===== src/rtl/jstp_pkg.sv =====
// Shared types, constants and character tables for the JSON scalar token parser.
package jstp_pkg;

	// parse phase of the open token
	typedef enum logic [1:0] {
		PH_IDLE = 2'd0,
		PH_NUM  = 2'd1,
		PH_BOOL = 2'd2,
		PH_DONE = 2'd3
	} phase_t;

	// expected token kind
	typedef enum logic [1:0] {
		KIND_SIGNED   = 2'd0,
		KIND_UNSIGNED = 2'd1,
		KIND_BOOL     = 2'd2,
		KIND_BAD      = 2'd3
	} kind_t;

	localparam logic [7:0] CH_MINUS = 8'h2D;
	localparam logic [7:0] CH_ZERO  = 8'h30;
	localparam logic [7:0] CH_NINE  = 8'h39;
	localparam logic [7:0] CH_T     = 8'h74;
	localparam logic [7:0] CH_F     = 8'h66;

	localparam int unsigned NEXT_W = 36;
	localparam logic [NEXT_W-1:0] LIMIT_POS = 36'd2147483647;
	localparam logic [NEXT_W-1:0] LIMIT_NEG = 36'd2147483648;
	localparam logic [NEXT_W-1:0] LIMIT_U   = 36'hFFFFFFFF;

	localparam logic [3:0] LEN_TRUE  = 4'd4;
	localparam logic [3:0] LEN_FALSE = 4'd5;

	// one input item
	typedef struct packed {
		logic [7:0] ch;
		logic       start;
		logic       last;
		logic [1:0] kind;
	} item_t;

	// parser state carried from item to item
	typedef struct packed {
		phase_t      phase;
		logic [31:0] accum;
		logic        neg;
		logic [3:0]  count;
		logic [1:0]  kind;
		logic        lz;
	} state_t;

	// one result item
	typedef struct packed {
		logic        ok;
		logic [31:0] value;
		logic [3:0]  consumed;
	} res_t;

	// expected letter of "true" or "false" at a position
	function automatic logic [7:0] want_char(input logic is_false, input logic [3:0] idx);
		logic [7:0] c;
		c = 8'h00;
		if (is_false) begin
			unique case (idx)
				4'd0: c = 8'h66;
				4'd1: c = 8'h61;
				4'd2: c = 8'h6C;
				4'd3: c = 8'h73;
				4'd4: c = 8'h65;
				default: c = 8'h00;
			endcase
		end else begin
			unique case (idx)
				4'd0: c = 8'h74;
				4'd1: c = 8'h72;
				4'd2: c = 8'h75;
				4'd3: c = 8'h65;
				default: c = 8'h00;
			endcase
		end
		return c;
	endfunction

endpackage


===== src/rtl/jstp_step.sv =====
// Next-state and result logic for one character of a token span.
module jstp_step (
	input  jstp_pkg::state_t st,
	input  jstp_pkg::item_t  item,
	output jstp_pkg::state_t nxt,
	output logic             res_valid,
	output jstp_pkg::res_t   res
);
	import jstp_pkg::*;

	state_t            w;
	logic              digit;
	logic [3:0]        d;
	logic [3:0]        ndig;
	logic [NEXT_W-1:0] next_val;
	logic [NEXT_W-1:0] limit;
	logic [3:0]        len;
	logic [3:0]        cnt_inc;

	always_comb begin
		// clear the working state on a span start
		w = st;
		if (item.start) begin
			w.accum = '0;
			w.neg   = 1'b0;
			w.count = '0;
			w.lz    = 1'b0;
			w.kind  = item.kind;
			priority case (kind_t'(item.kind))
				KIND_BOOL: w.phase = PH_BOOL;
				KIND_BAD:  w.phase = PH_DONE;
				default:   w.phase = PH_NUM;
			endcase
		end

		digit    = (item.ch >= CH_ZERO) && (item.ch <= CH_NINE);
		d        = digit ? item.ch[3:0] : 4'd0;
		ndig     = w.count - {3'b0, w.neg};
		next_val = ({4'b0, w.accum} << 3) + ({4'b0, w.accum} << 1) + {32'b0, d};
		if (kind_t'(w.kind) == KIND_SIGNED) begin
			limit = w.neg ? LIMIT_NEG : LIMIT_POS;
		end else begin
			limit = LIMIT_U;
		end
		len     = LEN_TRUE;
		cnt_inc = w.count + 4'd1;

		nxt       = w;
		res_valid = 1'b0;
		res       = '0;

		if (item.start && kind_t'(item.kind) == KIND_BAD) begin
			// unknown kind fails at the start character
			res_valid = 1'b1;
		end else if (w.phase == PH_NUM) begin
			if (ndig == 4'd0) begin
				if (w.count == 4'd0 && kind_t'(w.kind) == KIND_SIGNED && item.ch == CH_MINUS) begin
					nxt.neg   = 1'b1;
					nxt.count = 4'd1;
					if (item.last) begin
						nxt.phase = PH_DONE;
						res_valid = 1'b1;
					end
				end else if (!digit) begin
					nxt.phase = PH_DONE;
					res_valid = 1'b1;
				end else begin
					if (d == 4'd0) nxt.lz = 1'b1;
					nxt.accum = {28'b0, d};
					nxt.count = cnt_inc;
					if (item.last) begin
						nxt.phase    = PH_DONE;
						res_valid    = 1'b1;
						res.ok       = 1'b1;
						res.value    = w.neg ? (~{28'b0, d} + 32'd1) : {28'b0, d};
						res.consumed = cnt_inc;
					end
				end
			end else if (!digit) begin
				// terminator ends the number
				nxt.phase    = PH_DONE;
				res_valid    = 1'b1;
				res.ok       = 1'b1;
				res.value    = w.neg ? (~w.accum + 32'd1) : w.accum;
				res.consumed = w.count;
			end else if (w.lz || next_val > limit) begin
				nxt.phase = PH_DONE;
				res_valid = 1'b1;
			end else begin
				nxt.accum = next_val[31:0];
				nxt.count = cnt_inc;
				if (item.last) begin
					nxt.phase    = PH_DONE;
					res_valid    = 1'b1;
					res.ok       = 1'b1;
					res.value    = w.neg ? (~next_val[31:0] + 32'd1) : next_val[31:0];
					res.consumed = cnt_inc;
				end
			end
		end else if (w.phase == PH_BOOL) begin
			// pick the word on the first letter
			if (w.count == 4'd0) begin
				if (item.ch == CH_T) begin
					nxt.neg = 1'b0;
				end else if (item.ch == CH_F) begin
					nxt.neg = 1'b1;
				end
			end
			len = nxt.neg ? LEN_FALSE : LEN_TRUE;
			if ((w.count == 4'd0 && item.ch != CH_T && item.ch != CH_F)
				|| w.count >= len || item.ch != want_char(nxt.neg, w.count)) begin
				nxt.phase = PH_DONE;
				res_valid = 1'b1;
			end else begin
				nxt.count = cnt_inc;
				if (cnt_inc == len) begin
					nxt.phase    = PH_DONE;
					res_valid    = 1'b1;
					res.ok       = 1'b1;
					res.value    = {31'b0, ~nxt.neg};
					res.consumed = len;
				end else if (item.last) begin
					nxt.phase = PH_DONE;
					res_valid = 1'b1;
				end
			end
		end
	end

endmodule


===== src/rtl/json_scalar_token_parser_unit.sv =====
// Top level of the JSON scalar token parser: input stage, parser state and output skid.
//
// Characters of a token span enter on the s_axis channel, one per item. tuser carries
// the span start flag and the expected kind (signed int, unsigned int, boolean); tlast
// marks the last character available. A span start clears the parser and latches the kind.
// One result leaves on the m_axis channel when the token ends: ok in tuser, the 32-bit
// value and the consumed character count in tdata. A failure gives ok 0, value 0, count 0.
// Characters after the end of a token give no result until the next span start.
// Throughput is one character per cycle while the skid entry is empty. An accepted
// character is held in the input stage, decoded against the parser state, and its
// result, if any, is registered in the output register or the skid entry for m_axis.
// When the receiver stalls, a second output entry takes one more result; with both
// entries full the input stage holds and, when full, drops s_axis_tready. tready depends only on
// registers. Reset clears the parser to idle and empties all stages; no span is open.
module json_scalar_token_parser_unit (
	input  logic        clk,
	input  logic        arst_n,
	input  logic        s_axis_tvalid,
	output logic        s_axis_tready,
	input  logic [7:0]  s_axis_tdata,  // [7:0] ch
	input  logic [2:0]  s_axis_tuser,  // [0] token_start, [2:1] kind
	input  logic        s_axis_tlast,  // span_last
	output logic        m_axis_tvalid,
	input  logic        m_axis_tready,
	output logic [39:0] m_axis_tdata,  // [31:0] value_bits, [35:32] consumed, rest zero
	output logic        m_axis_tuser   // ok
);
	import jstp_pkg::*;

	item_t  item_s1;
	logic   in_valid_s1;
	state_t state_q;
	state_t state_nxt;
	logic   res_valid;
	res_t   res;
	res_t   out_q;
	logic   out_valid_q;
	res_t   skid_q;
	logic   skid_valid_q;
	logic   advance;
	logic   push;
	logic   pop;

	assign advance       = in_valid_s1 && !skid_valid_q;
	assign s_axis_tready = !in_valid_s1 || !skid_valid_q;
	assign push          = advance && res_valid;
	assign pop           = out_valid_q && m_axis_tready;

	jstp_step u_step (
		.st        (state_q),
		.item      (item_s1),
		.nxt       (state_nxt),
		.res_valid (res_valid),
		.res       (res)
	);

	// capture an input item
	always_ff @(posedge clk or negedge arst_n) begin
		if (!arst_n) begin
			in_valid_s1 <= 1'b0;
		end else if (s_axis_tvalid && s_axis_tready) begin
			in_valid_s1 <= 1'b1;
		end else if (advance) begin
			in_valid_s1 <= 1'b0;
		end
	end

	always_ff @(posedge clk) begin
		if (s_axis_tvalid && s_axis_tready) begin
			item_s1.ch    <= s_axis_tdata;
			item_s1.start <= s_axis_tuser[0];
			item_s1.last  <= s_axis_tlast;
			item_s1.kind  <= s_axis_tuser[2:1];
		end
	end

	// advance the parser state
	always_ff @(posedge clk or negedge arst_n) begin
		if (!arst_n) begin
			state_q <= '{phase: PH_IDLE, accum: '0, neg: 1'b0, count: '0, kind: '0, lz: 1'b0};
		end else if (advance) begin
			state_q <= state_nxt;
		end
	end

	// output register with skid entry
	always_ff @(posedge clk or negedge arst_n) begin
		if (!arst_n) begin
			out_valid_q  <= 1'b0;
			skid_valid_q <= 1'b0;
		end else if (skid_valid_q) begin
			if (pop) begin
				skid_valid_q <= 1'b0;
			end
		end else if (push) begin
			if (!out_valid_q || pop) begin
				out_valid_q <= 1'b1;
			end else begin
				skid_valid_q <= 1'b1;
			end
		end else if (pop) begin
			out_valid_q <= 1'b0;
		end
	end

	always_ff @(posedge clk) begin
		if (skid_valid_q) begin
			if (pop) begin
				out_q <= skid_q;
			end
		end else if (push) begin
			if (!out_valid_q || pop) begin
				out_q <= res;
			end else begin
				skid_q <= res;
			end
		end
	end

	assign m_axis_tvalid = out_valid_q;
	assign m_axis_tuser  = out_q.ok;
	assign m_axis_tdata  = {4'b0, out_q.consumed, out_q.value};

endmodule

===== config.mk =====
export PLATFORM = sky130hd
export DESIGN_NAME = json_scalar_token_parser_unit
export DESIGN_NICKNAME = d
export VERILOG_FILES = /design/src/rtl/jstp_pkg.sv /design/src/rtl/jstp_step.sv /design/src/rtl/json_scalar_token_parser_unit.sv
export SDC_FILE = /design/constraint.sdc
export NUM_CORES = 1
export LEC_CHECK = 0
export CAP_MARGIN = 5
export CORE_ASPECT_RATIO = 1.25
export CORE_MARGIN = 8
export CORE_UTILIZATION = 48
export CTS_CLUSTER_SIZE = 25
export DETAILED_ROUTE_END_ITERATION = 8
export DONT_BUFFER_PORTS = 1
export SYNTH_ARGS = -nofsm -noshare
export SYNTH_HDL_FRONTEND = slang
export SYNTH_HIERARCHICAL = 1
export SYNTH_SLANG_ARGS = --single-unit

===== constraint.sdc =====
create_clock -name clk -period 13.2 [get_ports clk]
set_clock_uncertainty 0.15 [all_clocks]
set_input_delay 3.3 -clock clk [delete_from_list [all_inputs] [get_ports clk]]
set_output_delay 3.3 -clock clk [all_outputs]
set_load 0.03 [all_outputs]

==> Word level (Yosys, flattened, before mapping) <==
Index checks and enable logic that the tools add are counted.
{ "totals": {"regBits": 131, "in_bits": 16} }
{ "op_classes": {"n_addsub": 7, "order_cmp": 4, "n_eq_ne": 17, "muxes": 89, "bitwise": 6, "reduce_logical": 29} }
{ "op_table": {"columns": ["cell", "count"], "rows": [
  ["$mux W37", 16],
  ["$mux W32", 9],
  ["$add A32 B1 Y32 const B", 3],
  ["$not A32 Y32", 2],
  ["$mux W42", 1],
  ["$mux W39", 1],
  ["$add A35 B33 Y36", 1],
  ["$add A36 B4 Y36", 1],
  ["$gt A36 B36 Y1", 1],
  ["$mux W36", 1],
  ["$mux W1", 35],
  ["$pmux W7 S5", 1],
  ["$mux W34", 1],
  ["$mux W8", 4],
  ["$not A4 Y32", 1],
  ["$mux W4", 7],
  ["$pmux W7 S4", 1],
  ["$mux W2", 9],
  ["$eq A8 B7 Y1 const B", 2],
  ["$ne A8 B7 Y1 const B", 2],
  ["$logic_not A4 Y1", 3],
  ["$logic_and A1 B1 Y1", 10],
  ["$mux W5", 2],
  ["$reduce_and A3 Y1", 3],
  ["20 further kinds", 35]
]} }

==> Depth between registers and ports, before layout <==
{ "logic_depth": {"depth_word": 22, "ltp_mapped": 31} }

==> Hierarchy <==
The synthesis kept the hierarchy.
{ "modules_own_cells": {"columns": ["module", "n_inst", "cells_each", "area_each_um2", "seq_area_each_um2"], "rows": [
  ["jstp_step", 1, 1060, 7114.3, 0.0],
  ["json_scalar_token_parser_unit", 1, 239, 4962.3, 3708.6]
]} }

==> Least setup slack after synthesis <==
Ideal clock, no wire load.
{ "synth_timing": {"kind": "reg2reg", "startpoint": "register item_s1[3] in the netlist's numbering", "endpoint": "register out_q, in the netlist m_axis_tdata[0], enable pin", "setup_ps": 444, "t_arrival_ps": 7807, "required_ps": 12606, "setup_slack_ps": 4800, "path_stages_with_launch": 32, "path_cell_list": "edfxtp_1 -> buf_2 -> buf_1 -> buf_1 -> clkbuf_1 -> clkbuf_1 -> clkbuf_1 -> nor2_1 -> ha_1 -> ha_1 -> buf_6 -> a21oi_4 -> o21ai_2 -> a221o_1 -> o31a_1 -> o311ai_2 -> and2_1 -> inv_1 -> ha_1 -> nand4_1 -> nor2_1 -> and4_1 -> nor2b_1 -> o22a_1 -> o41ai_1 -> or3_1 -> buf_2 -> o21ai_1 -> nand3_1 -> a31o_2 -> nand3b_1 -> a21oi_1"} }
{ "synth_via": {"elab_chain_len": 20, "elab_cells_between_ends": 53, "cone_classes": "add/sub: 4; order compare: 2; eq/ne: 8; mux: 25; reduce/logical: 14"} }
{ "synth_lines": {"columns": ["element", "line", "source"], "rows": [
  ["from (decl)", "json_scalar_token_parser_unit.sv:30", "item_t item_s1;"],
  ["parallel branches: the longest is 16 deep, another holds $add A35 B33 Y36", null, null],
  ["$mux W1 *", "jstp_step.sv:52", "if (item.start && kind_t'(item.kind) == KIND_BAD) begin"],
  ["named net res_valid", "json_scalar_token_parser_unit.sv:34", "logic res_valid;"],
  ["$logic_and A1 B1 Y1 *", "json_scalar_token_parser_unit.sv:46", "assign push = advance && res_valid;"],
  ["$reduce_bool A2 Y1 (no line) *", null, null],
  ["$reduce_and A3 Y1 (no line) *", null, null],
  ["to (signal assigned)", "json_scalar_token_parser_unit.sv:109", "out_q <= skid_q;"],
  ["to (signal assigned)", "json_scalar_token_parser_unit.sv:113", "out_q <= res;"],
  ["to (decl)", "json_scalar_token_parser_unit.sv:36", "res_t out_q;"]
]} }
Mark *: on every way through the listed nets, which the timed path passes. The select of a mux whose other input is x is not followed.
A chain may end at the register's enable or synchronous reset.

==> impl_metrics.env <==
export IMPL_finalWeightedCongestion=0.897
export IMPL_dp_cells=1582
export IMPL_hold_buffers=0
export IMPL_maxSlewViolCount=0
export IMPL_path_clk_slew_ns=0.06
export IMPL_end_kind="flop"
export IMPL_vias=10227
export IMPL_cp_slowest_cell="nor3b_1"
export IMPL_ant_nets=0
export IMPL_cp_start_kind="flop"
export IMPL_drt_pass1_iterations=8
export IMPL_io_pins=59
export IMPL_fin_crit_sh=0.617
export IMPL_cts_tree="done"
export IMPL_initial_core_util=0.484
export IMPL_layout_drive_gt1_share=0.117
export IMPL_grt_pass1_wl_microns=56600
export IMPL_irDropWorstVdd_mv=0.113
export IMPL_crit_type="reg -> reg"
export IMPL_synth_edf_count=86
export IMPL_hold_path_endpoint="state_q[1]"
export IMPL_dp_hpwl_microns=27000
export IMPL_cts_root_buf="clkbuf_16"
export IMPL_worstHoldStart="state_q[1]"
export IMPL_fmax_mhz=123
export IMPL_hold_viol=0
export IMPL_yosysUniqueCellTypes=95
export IMPL_min_path_cells=1
export IMPL_async_flop_share=0.344
export IMPL_grt_ovfl_total=0
export IMPL_nets=1389
export IMPL_seq_area_frac_synth=0.307
export IMPL_min_path_type="reg -> reg"
export IMPL_fin_cells=1614
export IMPL_antenna_found_initial=0
export IMPL_antenna_cells=0
export IMPL_die_area_sq_um=30500
export IMPL_rsz0062_at_grt="false"
export IMPL_syn_avg_cell_area_sq_um=9.30
export IMPL_drv_cap=0
export IMPL_grt_pass1_vias=10160
export IMPL_finalSetupViolCount=0
export IMPL_grtUsageTotal=0.235
export IMPL_yosys_warnings=6
export IMPL_netlist_instances=1299
export IMPL_die_w_microns=158
export IMPL_wl_per_cell_microns=22.1
export IMPL_fin_util=0.512
export IMPL_setup_tns_ns=0
export IMPL_cts_made_buffers=17
export IMPL_postCtsResizedCells=0
export IMPL_io_buffers=0
export IMPL_vias_per_cell=6.34
export IMPL_drcViolationCount=0
export IMPL_initialDrtViolationCount=825
export IMPL_rows=65
export IMPL_synth_main_ff_cell="edfxtp_1"
export IMPL_synth_seq_cells=131
export IMPL_post_cts_setup_buffers=0
export IMPL_reg2reg_depth=22
export IMPL_r2r_slack_ns=5.05
export IMPL_post_route_min_period_ns=8.15
export IMPL_r2r_end="m_axis_tdata[34]"
export IMPL_worstPathMaxFanout=17
export IMPL_die_y_microns=193
export IMPL_timing_worst_slew_pin_value_ns=1.13
export IMPL_cts_num_sinks=131
export IMPL_required_ns=13.34
export IMPL_crit_chain="o21ai_0 -> and3_1 -> nand2_1 -> fa_1 -> fa_1 -> nor2b_1 -> o31ai_1 -> a211oi_2 -> nor4_1 -> nor3b_1 -> ha_1 -> a21o_1 -> a21oi_1 -> o21ai_0 -> a211oi_1 -> nor2_1 -> or3_1 -> nor3_4 -> buf_4 -> nor3_1 -> o41ai_1 -> mux2_2"
export IMPL_slew_limit_headroom=0.244
export IMPL_wl_microns=35700
export IMPL_clock_path_buffers=2
export IMPL_coreArea_sq_um=25000
export IMPL_cpPeakStageDelay_ns=0.67
export IMPL_timing_final_ws_setup_ns=5.05
export IMPL_crit_arrival_ns=8.28
export IMPL_clkLatencyLatePin_ns=0.43
export IMPL_power_per_cell_area_nw_per_um2=150
export IMPL_area_growth_pct=5.89
export IMPL_p_leak_uw=0.00565
export IMPL_status="completed"
export IMPL_reg2reg_from="item_s1[5]"
export IMPL_grt_start_max_net_pins=64
export IMPL_syn_area_sq_um=12100
export IMPL_dp_slack_ns=5.15
export IMPL_htreeDepth=4
metrics by stage:
stage	power, uW	instance area, sq um	hold slack (ns)
after global routing	2020	12800	0.364
after detailed placement	1460	12200	0.345
after global placement	1460	12200	0.337
after floorplan	1280	12100	0.328
after CTS	1920	12800	0.358
final	1920	12800	0.358
state kept, by name, indices dropped and copies added, names as in the netlist:
name and cells:
in_valid_s1 1, skid_valid_q 1, skid_q 37, m_axis_tdata 36, m_axis_tvalid 1, item_s1 12
state_q 42, m_axis_tuser 1
synth_stat cells (all sizes together) (35+ instances only):
library cell / n / area, sq um
a21o: 35 / 263
a21oi: 81 / 428
buf: 36 / 273
dfrtp: 45 / 1130
edfxtp: 86 / 2580
ha: 105 / 1310
inv: 67 / 251
mux2: 82 / 1070
nand2: 92 / 355
nor2: 108 / 408
o21ai: 70 / 354
xnor2: 66 / 597
critical path, delay by kind of cell (launching register included):
family / cells / cell delay (ns)
multiplexers: 1 / 0.26
flip-flops: 1 / 0.55
AND/OR/NAND/NOR: 9 / 3.17
AO/OA/AOI/OAI: 8 / 2.03
buffers and inverters: 1 / 0.36
adder cells (fa/ha/maj): 3 / 1.45
worst max path at each step:
| stage | cells past startpoint | end | slack, ns | start |
|---|---|---|---|---|
| 2_1_floorplan | 31 | m_axis_tdata[0] | 4.80 | item_s1[3] |
| 3_3_place_gp | 25 | m_axis_tdata[10] | 5.26 | item_s1[5] |
| 3_5_place_dp | 25 | m_axis_tdata[10] | 5.15 | item_s1[5] |
| 4_1_cts | 25 | m_axis_tdata[34] | 5.13 | item_s1[5] |
| 5_1_grt | 23 | m_axis_tdata[31] | 4.52 | item_s1[5] |
| 6_report | 22 | m_axis_tdata[34] | 5.05 | item_s1[5] |
logic make-up after synthesis:
group,Yosys count,share of synthesized area
buffers and inverters,135,0.0535
and+or+nand+nor,385,0.162
xor gates and xnor gates,83,0.0617
AOI/OAI and AO/OA,372,0.213
adders and majority gates,107,0.112
other,1,0.000311
muxes,85,0.0911
DFF,131,0.307
metal layers:
layer,vias to the layer above,global-route usage,part of all wire,wire length (microns)
met5,-,0,0,0
li1,4805,-,-,-
met2,381,0.384,0.47,16900
met3,93,0.0292,0.045,1610
met4,0,0.109,0.040,1430
met1,4948,0.303,0.44,15700
cells in the final DEF, fill, tap and decap left out, types with 42 or more instances in the layout:
master / count
nor2_1: 107
ha_1: 105
nand2_1: 90
edfxtp_1: 86
a21oi_1: 78
inv_1: 66
xnor2_1: 65
o21ai_0: 64
dfrtp_1: 45
mux2_2: 42
cell type report:
cell class	instances	area, sq um
fill	2382	12200
multi-input combinational	1036	7750
sequential	131	3710
clock buffer	19	433
tap	335	419
inverter	67	251
clock inverter	13	126
timing repair buffer	13	97.6
where the power goes:
group          leakage [uW]  internal [uW]  switching, uW
Clock              0.000267            262            191
Sequential          0.00142            572            166
Combinational       0.00396            269            462
Total               0.00565           1100            818
No activity file was read; power rests on OpenSTA's default activity.
